<file path="config.mk">
export PLATFORM = sky130hd
export DESIGN_NAME = apspc_ctrl
export DESIGN_NICKNAME = d
export VERILOG_FILES = /design/src/rtl/apspc_pkg.sv /design/src/rtl/apspc_ctrl.sv
export SDC_FILE = /design/constraint.sdc
export NUM_CORES = 1
export LEC_CHECK = 0
export BUFFER_PORTS_ARGS = -buffer_cell sky130_fd_sc_hd__buf_2
export CORE_UTILIZATION = 45
export CTS_CLUSTER_SIZE = 12
export DETAILED_ROUTE_END_ITERATION = 10
export HOLD_SLACK_MARGIN = 0.15
export PLACE_DENSITY = 0.69
export SYNTH_ARGS = -nofsm -noshare
export SYNTH_HDL_FRONTEND = slang
export SYNTH_SLANG_ARGS = --single-unit
</file>
<file path="constraint.sdc">
create_clock -name clk_i -period 5.12 [get_ports clk_i]
set_input_delay 0.256 -clock clk_i [delete_from_list [all_inputs] [get_ports clk_i]]
set_output_delay 0.256 -clock clk_i [all_outputs]
set_load 0.01 [all_outputs]
</file>
<file path="src/rtl/apspc_pkg.sv">
`default_nettype none
// ----------------------------------------------------------------------------
// apspc_pkg
// Shared types and constants of the graph center core.
// ----------------------------------------------------------------------------
package apspc_pkg;

  localparam int unsigned MaxVerticesDef = 128;
  localparam int unsigned VertexW        = 7;
  localparam int unsigned WeightW        = 16;
  localparam int unsigned CountW         = 8;
  localparam logic [WeightW-1:0] Unreach = 16'hFFFF;

  typedef enum logic [1:0] {
    WR_LOOP,
    WR_AB,
    WR_BA,
    WR_CLEAR
  } wr_src_e;

  typedef struct packed {
    logic    cap_in;
    logic    wr_en;
    wr_src_e wr_src;
    logic    cap_dik;
    logic    worst_clr;
    logic    worst_upd;
    logic    best_init;
    logic    best_eval;
    logic    out_load;
  } cmd_t;

  typedef struct packed {
    logic in_edge_ok;
    logic in_last;
    logic last_q;
    logic worst_unreach;
    logic out_busy;
  } stat_t;

endpackage
`default_nettype wire

</file>
<file path="src/rtl/apspc_ctrl.sv">
`default_nettype none
// ----------------------------------------------------------------------------
// apspc_ctrl
// Sequencer for loading, clearing, relaxation and the center search.
// ----------------------------------------------------------------------------
module apspc_ctrl #(
  parameter int unsigned MAX_VERTICES = apspc_pkg::MaxVerticesDef,
  localparam int unsigned VW = $clog2(MAX_VERTICES),
  localparam int unsigned AW = 2 * VW
) (
  input  wire logic              clk_i,
  input  wire logic              rst_ni,
  input  wire logic              in_valid_i,
  output logic                   in_ready_o,
  input  wire apspc_pkg::stat_t  stat_i,
  input  wire logic [VW-1:0]     last_idx_i,
  output apspc_pkg::cmd_t        cmd_o,
  output logic      [VW-1:0]     row_o,
  output logic      [AW-1:0]     wr_addr_o,
  output logic      [AW-1:0]     rd0_addr_o,
  output logic      [AW-1:0]     rd1_addr_o
);
  import apspc_pkg::*;

  localparam logic [3:0] S_CLEAR  = 4'd0;
  localparam logic [3:0] S_IDLE   = 4'd1;
  localparam logic [3:0] S_EDGE1  = 4'd2;
  localparam logic [3:0] S_EDGE2  = 4'd3;
  localparam logic [3:0] S_FWINIT = 4'd4;
  localparam logic [3:0] S_RIK    = 4'd5;
  localparam logic [3:0] S_LIK    = 4'd6;
  localparam logic [3:0] S_RJ     = 4'd7;
  localparam logic [3:0] S_WJ     = 4'd8;
  localparam logic [3:0] S_CINIT  = 4'd9;
  localparam logic [3:0] S_CROW   = 4'd10;
  localparam logic [3:0] S_CRJ    = 4'd11;
  localparam logic [3:0] S_CWJ    = 4'd12;
  localparam logic [3:0] S_CEVAL  = 4'd13;
  localparam logic [3:0] S_OUT    = 4'd14;

  logic [3:0]    state_q, state_d;
  logic [VW-1:0] k_q, k_d, i_q, i_d, j_q, j_d;
  logic [AW-1:0] clr_q, clr_d;

  always_ff @(posedge clk_i or negedge rst_ni) begin
    if (!rst_ni) begin
      state_q <= S_CLEAR;
      k_q     <= '0;
      i_q     <= '0;
      j_q     <= '0;
      clr_q   <= '0;
    end else begin
      state_q <= state_d;
      k_q     <= k_d;
      i_q     <= i_d;
      j_q     <= j_d;
      clr_q   <= clr_d;
    end
  end

  assign row_o = i_q;

  always_comb begin
    state_d    = state_q;
    k_d        = k_q;
    i_d        = i_q;
    j_d        = j_q;
    clr_d      = clr_q;
    cmd_o      = '0;
    in_ready_o = 1'b0;
    wr_addr_o  = {i_q, j_q};
    rd0_addr_o = {i_q, j_q};
    rd1_addr_o = {i_q, j_q};
    case (state_q)
      S_CLEAR: begin
        cmd_o.wr_en  = 1'b1;
        cmd_o.wr_src = WR_CLEAR;
        wr_addr_o    = clr_q;
        clr_d        = clr_q + 1'b1;
        if (clr_q == '1) begin
          state_d = S_IDLE;
        end
      end
      S_IDLE: begin
        in_ready_o = 1'b1;
        if (in_valid_i) begin
          cmd_o.cap_in = 1'b1;
          if (stat_i.in_edge_ok) begin
            state_d = S_EDGE1;
          end else if (stat_i.in_last) begin
            state_d = S_FWINIT;
          end
        end
      end
      S_EDGE1: begin
        cmd_o.wr_en  = 1'b1;
        cmd_o.wr_src = WR_AB;
        state_d      = S_EDGE2;
      end
      S_EDGE2: begin
        cmd_o.wr_en  = 1'b1;
        cmd_o.wr_src = WR_BA;
        state_d      = stat_i.last_q ? S_FWINIT : S_IDLE;
      end
      S_FWINIT: begin
        k_d     = '0;
        i_d     = '0;
        state_d = S_RIK;
      end
      S_RIK: begin
        rd0_addr_o = {i_q, k_q};
        state_d    = S_LIK;
      end
      S_LIK: begin
        cmd_o.cap_dik = 1'b1;
        j_d           = '0;
        state_d       = S_RJ;
      end
      S_RJ: begin
        rd0_addr_o = {k_q, j_q};
        rd1_addr_o = {i_q, j_q};
        state_d    = S_WJ;
      end
      S_WJ: begin
        cmd_o.wr_en  = 1'b1;
        cmd_o.wr_src = WR_LOOP;
        if (j_q == last_idx_i) begin
          state_d = S_RIK;
          if (i_q == last_idx_i) begin
            i_d = '0;
            if (k_q == last_idx_i) begin
              state_d = S_CINIT;
            end else begin
              k_d = k_q + 1'b1;
            end
          end else begin
            i_d = i_q + 1'b1;
          end
        end else begin
          j_d     = j_q + 1'b1;
          state_d = S_RJ;
        end
      end
      S_CINIT: begin
        cmd_o.best_init = 1'b1;
        i_d             = '0;
        state_d         = S_CROW;
      end
      S_CROW: begin
        cmd_o.worst_clr = 1'b1;
        j_d             = '0;
        state_d         = S_CRJ;
      end
      S_CRJ: begin
        state_d = S_CWJ;
      end
      S_CWJ: begin
        cmd_o.worst_upd = (j_q != i_q);
        if (j_q == last_idx_i) begin
          state_d = S_CEVAL;
        end else begin
          j_d     = j_q + 1'b1;
          state_d = S_CRJ;
        end
      end
      S_CEVAL: begin
        cmd_o.best_eval = 1'b1;
        if (stat_i.worst_unreach || (i_q == last_idx_i)) begin
          state_d = S_OUT;
        end else begin
          i_d     = i_q + 1'b1;
          state_d = S_CROW;
        end
      end
      S_OUT: begin
        if (!stat_i.out_busy) begin
          cmd_o.out_load = 1'b1;
          clr_d          = '0;
          state_d        = S_CLEAR;
        end
      end
      default: begin
        state_d = S_CLEAR;
        clr_d   = '0;
      end
    endcase
  end

endmodule
`default_nettype wire

</file>
==> metrics.md, run 1 <==
| Metric | Value |
|---|---|
| Internal power | `between 0.6 and 0.7 mW` |
| CTS tree | `done` |
| GRT overflow | `0` |
| WL per Instance | `15.9 um` |
| FMAX | `0.373 GHz` |
| FILL cells | `600` |
| Register area share after synthesis | `0.322` |
| PortBufs | `74` |
| Pins Over Slew Limit | `0` |
| Arrival @ worst endpoint | `2.42 ns` |
| Skew final | `roughly 0.0095 ns` |
| Die height | `around 84 um` |
| Post-synth EDFFs | `0` |
| Clk root buf | `clkbuf_8` |
| Initial antenna violation count | `0` |
| Buffers from clock root to sink, at most | `2` |
| # setup viols final | `0` |
| Clk sink count | `39` |
| ANT nets after route | `0` |
| Row cnt | `29` |
| Max-cap violation count | `0` |
| # diodes | `0` |
| Switch share | `0.469` |
| Starting Density | `0.471` |
| Finished Cell Area | `0.00344 mm^2` |
| Failing checks | `design-rule violations` |
| Post-synth net total | `395` |
| First-pass GRT wire length | `13,300 um` |
| Post-Syn Instances | `376` |
| Setup TNS | `0 ns` |
| VDD IR max | `0.125 mV` |
| Commonest non-fill, non-tap cells in the layout | `buf_2 (74), nand2_1 (71), dfrtp_1 (39)` |
| Worst slew pin tran | `between 0.9 and 1 ns` |
| Final net count | `between 400 and 500` |
| Area growth syn-to-layout | `13.7%` |
| Synth cell types | `50` |
| Worst path required time | `4.86 ns` |
| Placed Area | `0.00334 mm^2` |
| Multi-input combinational cell area | `0.00188 mm^2` |
| Most used DFF post-synth | `dfrtp_1` |
| Sequential Power Share | `0.377` |
| LEAKAGE | `1.64 nW` |
| HP Class | `primary input to flop` |
| DR vias | `between 2,000 and 3,000` |
| Pwr dens | `roughly 380 mW/mm^2` |
| Slew margin rel. | `0.336` |
| Share of layout cells above drive strength 1 | `0.248` |
| Avg Inst Size Synth | `8.05 um^2` |
| Die area | `0.00706 mm^2` |
| H-tree levels | `2` |
| CP Class | `flop to primary output` |
| Hold Path Depth | `3` |
| Period minus WS final | `2.68 ns` |
| Logic gate share of total power | `0.458` |
| Ys async rst share | `1.00` |
| GRT Total Usage | `0.239` |
| Commonest non-fill, non-tap cell in the layout | `buf_2` |
| Area of the mapped netlist | `0.00303 mm^2` |
| Final hold violations | `0` |
| Post-synthesis register bit count | `39` |
| NetSw | `0.611 mW` |
| Largest net degree at the start of global routing | `40` |
| Hpwl dp | `5900 um` |
| R2R cell count | `6` |
| Sequential Area | `976 um^2` |
| Tcrit/Tclk final | `0.523` |
| Worst-path clk slew | `0.08 ns` |
| Layout Utilization | `0.536` |
| Power, Total | `around 1.3 mW` |
| DRC viols | `10` |
| CTS resizes | `0` |
| CP Capture Type | `primary output` |
| DR vias/cell | `5.62` |
| CORE AREA | `0.00642 mm^2` |
| Io pins | `75` |
| Placer Congestion | `~0.85` |
| Die span in x | `approximately 84 um` |
| Clock latency at the later pin of the worst-skew pair | `0.30 ns` |
| Critical-path maximum fanout | `17` |
| Outcome | `finished with violations` |
| Startpoint types | `flop` |
| Vias in the first global route | `2,615` |
| Drt first-iter violations | `147` |
| DRT Wirelength | `8050 um` |
| RSZ-0062 raised after global routing | `no` |
| Num CTS Buffers | `5` |
| Clk network pwr share | `0.165` |
| Ys Warns | `0` |
| Drt pass-1 iters | `7` |
Yosys cell counts, types with 2 or more instances:
| cell | count | area (um^2) |
|---|---|---|
| inv_1 | 3 | 11.3 |
| nand3_1 | 16 | 80.1 |
| or3b_1 | 3 | 26.3 |
| ha_1 | 4 | 50.1 |
| clkbuf_1 | 18 | 67.6 |
| xor2_1 | 22 | 193 |
| nor2b_1 | 2 | 12.5 |
| nand2_1 | 71 | 267 |
| o32ai_1 | 2 | 17.5 |
| nand4_1 | 4 | 25.0 |
| and2_1 | 2 | 12.5 |
| or3_1 | 6 | 37.5 |
| buf_2 | 5 | 25.0 |
| mux2_2 | 14 | 158 |
| nor2_1 | 35 | 131 |
| a21oi_1 | 11 | 55.1 |
| and2_0 | 2 | 12.5 |
| a211oi_1 | 3 | 22.5 |
| dfrtp_1 | 39 | 976 |
| and3_1 | 7 | 43.8 |
| o21ai_0 | 24 | 120 |
| mux2i_1 | 2 | 20.0 |
| nor3_1 | 8 | 40.0 |
| nand2b_1 | 4 | 25.0 |
| nor4_1 | 7 | 43.8 |
| buf_4 | 8 | 60.1 |
| a31oi_1 | 2 | 12.5 |
| o31ai_1 | 6 | 45.0 |
| xnor2_1 | 21 | 184 |
| o21ai_1 | 5 | 25.0 |
registers in the layout, indices dropped and copies added (netlist names):
signal / count
j_q: 7
clr_q: 14
k_q: 7
state_q: 4
row_o: 7
per-stage QoR:
step	hold slack [ns]	worst slack (ns)	std cells
after floorplan	-0.0396	3.06	376
after global placement	0.433	2.75	496
after detailed placement	0.437	2.67	496
after CTS	0.246	2.48	505
after global routing	0.285	2.26	505
final	0.243	2.44	505
worst paths after layout:
path,from,slack (ns),endpoint
max reg2reg,state_q[3],2.59,row_o[5]
max in group asynchronous,rst_ni,3.93,state_q[0]
max,state_q[0],2.44,rd0_addr_o[2]
min,stat_i[0],0.24,state_q[1]
min in group asynchronous,rst_ni,0.62,j_q[0]
min reg2reg,clr_q[2],0.54,clr_q[2]
layer usage:
metal,wire length [um],vias to the layer above,track usage
li1,-,1397,-
met1,3720,1337,0.327
met2,3770,91,0.373
met3,404,13,0.0504
met4,150,0,0.0846
met5,0,-,0
area by class of cell:
class | count | share of cell area
clock buffer | 5 | 0.0200
clock inverter | 3 | 0.00582
inverter | 3 | 0.00327
multi-input combinational | 302 | 0.547
sequential | 39 | 0.284
tap | 77 | 0.0280
timing repair buffer | 76 | 0.113
kinds of logic (layout without fill, tap and decap cells):
logic type,Yosys count,after routing,synth area share
AOI/OAI and AO/OA,60,60,0.122
xor gates and xnor gates,43,43,0.124
adders and majority gates,4,4,0.0165
buffers and inverters,35,87,0.0579
DFF,39,39,0.322
muxes,16,16,0.0587
and+or+nand+nor,179,179,0.298
power groups by stage:
| stage | clock [mW] | combinational, mW | sequential (mW) |
|---|---|---|---|
| floorplan | 0 | 0.484 | 0.418 |
| global placement | 0 | 0.590 | 0.495 |
| detailed placement | 0 | 0.593 | 0.496 |
| CTS | 0.217 | 0.596 | 0.490 |
| global route | 0.230 | 0.665 | 0.506 |
| finish | 0.215 | 0.597 | 0.492 |
what timing repair did:
item,in CTS,in global routing
endpoints found under the hold margin,39,0
hold buffers,1,0
setup buffers,0,0
worst max-delay path, stage by stage, from the launching register on:
cell	delay, ns
dfrtp_1	0.75
nand2b_1	0.25
nor2_1	0.58
mux2_2	0.40
buf_2	0.14
Note: power is estimated with default switching activity, not from simulation.
==> run 2: changes to the inputs <==
ABC_AREA = 1   (was not set)
PLACE_DENSITY = 0.68   (was 0.69)
clock period = 2.65 ns   (was 5.12 ns; I/O delays follow)
==> metrics.md, run 2 <==
| Metric | Value |
|---|---|
| Outcome | `finished, final reports clean` |
| Final hold violations | `0` |
| DR vias/cell | `5.34` |
| DRC viols | `0` |
| Die height | `87.5 um` |
| FMAX | `roughly 0.45 GHz` |
| CP max stage delay | `0.45 ns` |
| Post-synth net total | `512` |
| H-tree levels | `2` |
| Die span in x | `slightly below 90 um` |
| FILL cells | `slightly above 700` |
| Gr busiest metal | `met2` |
| Area share of the largest cell type after synthesis | `0.297` |
| Hold wc startpoint | `stat_i[0]` |
| Max-cap violation count | `0` |
| Setup TNS | `0 ns` |
| Drt first-iter violations | `209` |
| Clock latency at the later pin of the worst-skew pair | `0.30 ns` |
| NetSw | `1.77 mW` |
| Worst slew pin tran | `0.911 ns` |
| Sequential Power Share | `0.289` |
| Finished Cell Area | `0.00380 mm^2` |
| Initial antenna violation count | `0` |
| Ys Warns | `0` |
| # diodes | `0` |
| Register area share after synthesis | `0.297` |
| Synth cell count leaders | `nand2_1 (156), nand3_1 (45), inv_1 (40)` |
| Logic gate share of total power | `0.569` |
| Slew margin rel. | `0.392` |
| HP Class | `primary input to flop` |
| Worst-path clk slew | `roughly 0.080 ns` |
| Vias in the first global route | `around 3,100` |
| CTS tree | `done` |
| Area of the mapped netlist | `around 0.0033 mm^2` |
| Post-synthesis register bit count | `39` |
| Layout Cells excl Fill | `roughly 660` |
| PortBufs | `74` |
| Startpoint types | `flop` |
| Commonest non-fill, non-tap cells in the layout | `nand2_1 (156), buf_2 (74), nand3_1 (45)` |
| Starting Density | `0.476` |
| Met1 Use GR | `0.356` |
| CP Capture Type | `primary output` |
| DRT Wirelength | `9550 um` |
| Final net count | `a little under 600` |
| Worst path required time | `2.52 ns` |
| Synth cell types | `42` |
| Max FFs per register | `14` |
| # setup viols final | `0` |
| Switch share | `0.508` |
| Critical-path top delay cell | `or2_1` |
| Clk network pwr share | `0.142` |
| DR vias | `3,495` |
| Setup crit start | `state_q[0]` |
| Num CTS Buffers | `5` |
| Placer Congestion | `0.922` |
| Largest net degree at the start of global routing | `40` |
| Pins Over Slew Limit | `0` |
| Worst path cell trace | `or2_1 > nor2_4 > buf_4 > nand2_1 > o21ai_0 > buf_2` |
| Ys async rst share | `1.00` |
| Most used DFF post-synth | `dfrtp_1` |
| Critical-path maximum fanout | `25` |
| Area contributors post-synth | `dfrtp_1 (30%), nand2_1 (18%), nand3_1 (6.9%)` |
| Area growth syn-to-layout | `15.8%` |
| Buffers from clock root to sink, at most | `2` |
| Most flops, register | `clr_q` |
| Post-CTS setup buffer count | `0` |
| Synth area leader | `dfrtp_1` |
| Arrival @ worst endpoint | `2.10 ns` |
| Die area | `0.00765 mm^2` |
| Multi-input combinational cell area | `0.00196 mm^2` |
| Placed Area | `0.00368 mm^2` |
| First-pass GRT wire length | `15,400 um` |
| GR Util met2 | `0.430` |
| Avg Inst Size Synth | `6.66 um^2` |
| CP Class | `flop to primary output` |
| Tcrit/Tclk final | `0.843` |
| Post-Syn Instances | `493` |
| Skew final | `0.00621 ns` |
| Hpwl dp | `7360 um` |
| Most frequent cell after synthesis | `nand2_1` |
| Post-synth EDFFs | `0` |
| CORE AREA | `0.00691 mm^2` |
| Io pins | `75` |
| VDD IR max | `slightly below 0.9 mV` |
| Clk sink count | `39` |
| RSZ-0062 raised after global routing | `no` |
| GRT overflow | `0` |
| Placed Cells | `646` |
| ANT nets after route | `0` |
| Row cnt | `30` |
| Period minus WS final | `2.23 ns` |
| Met3 Use GR | `0.0398` |
| Commonest non-fill, non-tap cell in the layout | `nand2_1` |
| Share of layout cells above drive strength 1 | `0.220` |
| Pwr dens | `913 mW/mm^2` |
| Internal power | `1.71 mW` |
| CTS Hold Buffers Added | `2` |
| GRT Total Usage | `0.266` |
| WL per Instance | `14.6 um` |
| Clk root buf | `clkbuf_8` |
| Sequential Area | `976 um^2` |
| Worst r2r src | `state_q[0]` |
| LEAKAGE | `1.98 nW` |
| Drt pass-1 iters | `5` |
| CTS resizes | `0` |
run 2: cells by family after synthesis:
kind of cell	share of synthesized area
AO/OA/AOI/OAI	0.126
XOR/XNOR	0.0800
flip-flops	0.297
AND/OR/NAND/NOR	0.376
buffers and inverters	0.105
adder cells (fa/ha/maj)	0.0152
run 2: power by group through the flow:
stage               Combinational (mW)  Clock (mW)  Sequential [mW]
floorplan                         1.48           0            0.945
global placement                  1.95           0             1.01
detailed placement                1.97           0             1.01
CTS                               1.98       0.507            0.998
global route                      2.23       0.527             1.03
finish                            1.98       0.493             1.00
run 2: area by class of cell:
class	instances	area share
Inverter	55	0.0556
Sequential cell	39	0.256
Clock inverter	2	0.00987
Timing Repair Buffer	81	0.112
Tap cell	96	0.0316
Multi-Input combinational cell	377	0.516
Clock buffer	5	0.0181
run 2: path summary, 6_finish.rpt:
path	depth (start not counted)	slack, ns	endpoint
worst max-delay path	6	0.42	wr_addr_o[9]
worst min-delay path	3	0.24	state_q[2]
worst max register to register	7	0.64	row_o[2]
worst min register to register	1	0.59	clr_q[1]
max in group asynchronous	2	1.58	k_q[1]
min in group asynchronous	2	0.50	clr_q[3]
run 2: worst max-delay path, delay by kind of cell (launching register included):
family / cells / cell delay [ns]
AND/OR/NAND/NOR: 3 / 0.75
buffers and inverters: 2 / 0.47
AO/OA/AOI/OAI: 1 / 0.13
flip-flops: 1 / 0.44
run 2: per-stage QoR:
| stage | util | setup WS (ns) | hold WS (ns) | power [mW] |
|---|---|---|---|---|
| final | 0.551 | 0.416 | 0.237 | 3.47 |
| after global routing | 0.551 | 0.235 | 0.264 | 3.79 |
| after floorplan | - | 1.00 | -0.163 | 2.42 |
| after detailed placement | 0.533 | 0.689 | 0.315 | 2.98 |
| after global placement | 0.533 | 0.713 | 0.306 | 2.96 |
| after CTS | 0.551 | 0.429 | 0.246 | 3.49 |
run 2: per-layer routing:
layer / wire (um) / vias up
li1: - / 1721
met1: 4310 / 1616
met2: 4380 / 131
met3: 573 / 27
met4: 290 / 0
met5: 0 / -
==> run 3: changes to the inputs <==
ABC_AREA = 0   (was 1)
PLACE_DENSITY = 0.72   (was 0.68)
clock period = 1.8 ns   (was 2.65 ns; I/O delays follow)
==> metrics.md, run 3 (synthesis gave the netlist of run 1 again) <==
| Metric | Value |
|---|---|
| Outcome | `finished with violations` |
| Failing checks | `design-rule violations, negative setup slack` |
| Setup crit start | `state_q[2]` |
| Starting Density | `0.471` |
| LEAKAGE | `2.40 nW` |
| Most flops, register | `clr_q` |
| Num CTS Buffers | `5` |
| Worst slew pin tran | `0.567 ns` |
| # diodes | `0` |
| Clock latency at the later pin of the worst-skew pair | `0.30 ns` |
| Pins Over Slew Limit | `0` |
| Area growth syn-to-layout | `65.9%` |
| Setup WS pre-CTS | `-0.136 ns` |
| # setup viols final | `54` |
| Clk sink count | `39` |
| Max-cap violation count | `0` |
| Largest net degree at the start of global routing | `40` |
| Setup WS post-layout | `-0.260 ns` |
| DRT Wirelength | `12,700 um` |
| Max FFs per register | `14` |
| Commonest non-fill, non-tap cells in the layout | `buf_4 (82), buf_2 (64), nand2_1 (54)` |
| WL per Instance | `around 21 um` |
| CORE AREA | `0.00642 mm^2` |
| Arrival @ worst endpoint | `2.25 ns` |
| FILL cells | `between 300 and 400` |
| Skew final | `around 0.0052 ns` |
| Hpwl dp | `7270 um` |
| Die area | `0.00706 mm^2` |
| HP Class | `primary input to flop` |
| Placed Area | `0.00395 mm^2` |
| DRC viols | `12` |
| Io pins | `75` |
| PortBufs | `74` |
| Finished Cell Area | `about 0.0050 mm^2` |
| Drt first-iter violations | `302` |
| Final hold violations | `0` |
| GRT overflow | `0` |
| First-pass GRT wire length | `between 15,000 and 20,000 um` |
| H-tree levels | `2` |
| Final Hold Slack | `0.330 ns` |
| Tcrit/Tclk final | `1.14` |
| Worst-path clk slew | `approximately 0.080 ns` |
| GRT Total Usage | `0.308` |
| Drt pass-1 iters | `8` |
| Worst r2r src | `state_q[2]` |
| Share of layout cells above drive strength 1 | `0.531` |
| Clk root buf | `clkbuf_8` |
| Pwr dens | `around 1200 mW/mm^2` |
| Vias in the first global route | `3,365` |
| CP Class | `flop to flop` |
| FMAX | `0.485 GHz` |
| Slew margin rel. | `0.621` |
| Worst path required time | `1.99 ns` |
| DR vias/cell | `6.11` |
| Die span in x | `84.0 um` |
| VDD IR max | `about 0.75 mV` |
| Buffers from clock root to sink, at most | `2` |
| Die height | `84.0 um` |
| Startpoint types | `flop` |
| ANT nets after route | `0` |
| DR vias | `between 3,000 and 4,000` |
| Final net count | `~560` |
| Commonest non-fill, non-tap cell in the layout | `buf_4` |
| CP Capture Type | `flop` |
| Row cnt | `29` |
| RSZ-0062 raised after global routing | `yes` |
| CTS tree | `done` |
| Period minus WS final | `2.06 ns` |
| Critical-path maximum fanout | `6` |
| Hold wc startpoint | `stat_i[1]` |
| Initial antenna violation count | `0` |
| Placer Congestion | `slightly above 0.9` |
[run 3: changes by cell type in the layout (fill, tap and decap cells not counted), sizes merged, moves of 12 or more]
| cell | delta |
|---|---|
| nand3 | -31 |
| nand2 | -89 |
| o22ai | -12 |
| mux2 | +14 |
| inv | -52 |
| buf | +105 |
[run 3: worst max-delay path, stage by stage (launching register included)]
cell      delay (ns)
dfrtp_1         0.42
nand2b_1        0.24
nor3_4          0.29
buf_4           0.19
a41oi_4         0.24
nor4_4          0.35
xnor2_1         0.14
nor2_1          0.06
[run 3: final timing paths]
path	slack (ns)	depth (start not counted)	endpoint
max	-0.26	7	row_o[6]
min	0.33	6	row_o[2]
max reg2reg	-0.26	7	row_o[6]
min reg2reg	0.58	1	clr_q[3]
max in group asynchronous	1.04	3	state_q[3]
min in group asynchronous	0.38	3	row_o[6]
[run 3: power breakdown]
group          internal [mW]  total, mW  leakage (nW)  switching [mW]
logic                   1.89       4.06          1.82            2.17
registers               1.02       1.16         0.525           0.134
clock network          0.449      0.785        0.0612           0.336
total                   3.36       6.00          2.40            2.64
[run 3: timing repair]
action	4_1_cts	5_1_grt
hold buffers	2	0
gates cloned	3	1
resized for setup	50	105
setup endpoints to repair	57	64
setup buffers	14	17
hold endpoints to repair	41	0
pin swaps	10	42
[run 3: routing by layer]
metal  global-route usage  share of wire
met3               0.0495          0.082
met1                0.400           0.38
met4                0.111          0.053
met5                    0              0
met2                0.518           0.48
[run 3: area by class of cell]
class | count | area [um^2] | share of cell area
flip-flops and latches | 39 | 978 | 0.195
clock inverters | 2 | 35.0 | 0.00698
inverters | 3 | 11.3 | 0.00224
multi-input cells | 302 | 2390 | 0.477
clock buffers | 6 | 82.6 | 0.0165
well taps | 77 | 96.3 | 0.0192
repair buffers | 187 | 1420 | 0.283
[run 3: per-stage QoR]
step                utilization  total power [mW]  instances  setup TNS [ns]
floorplan                     -              2.59        376           -1.93
global placement          0.615              3.62        572          -0.334
detailed placement        0.615              3.69        572           -2.02
CTS                       0.689              4.92        598           -2.96
global route              0.782              6.19        616           -9.29
finish                    0.782              6.00        616           -6.19
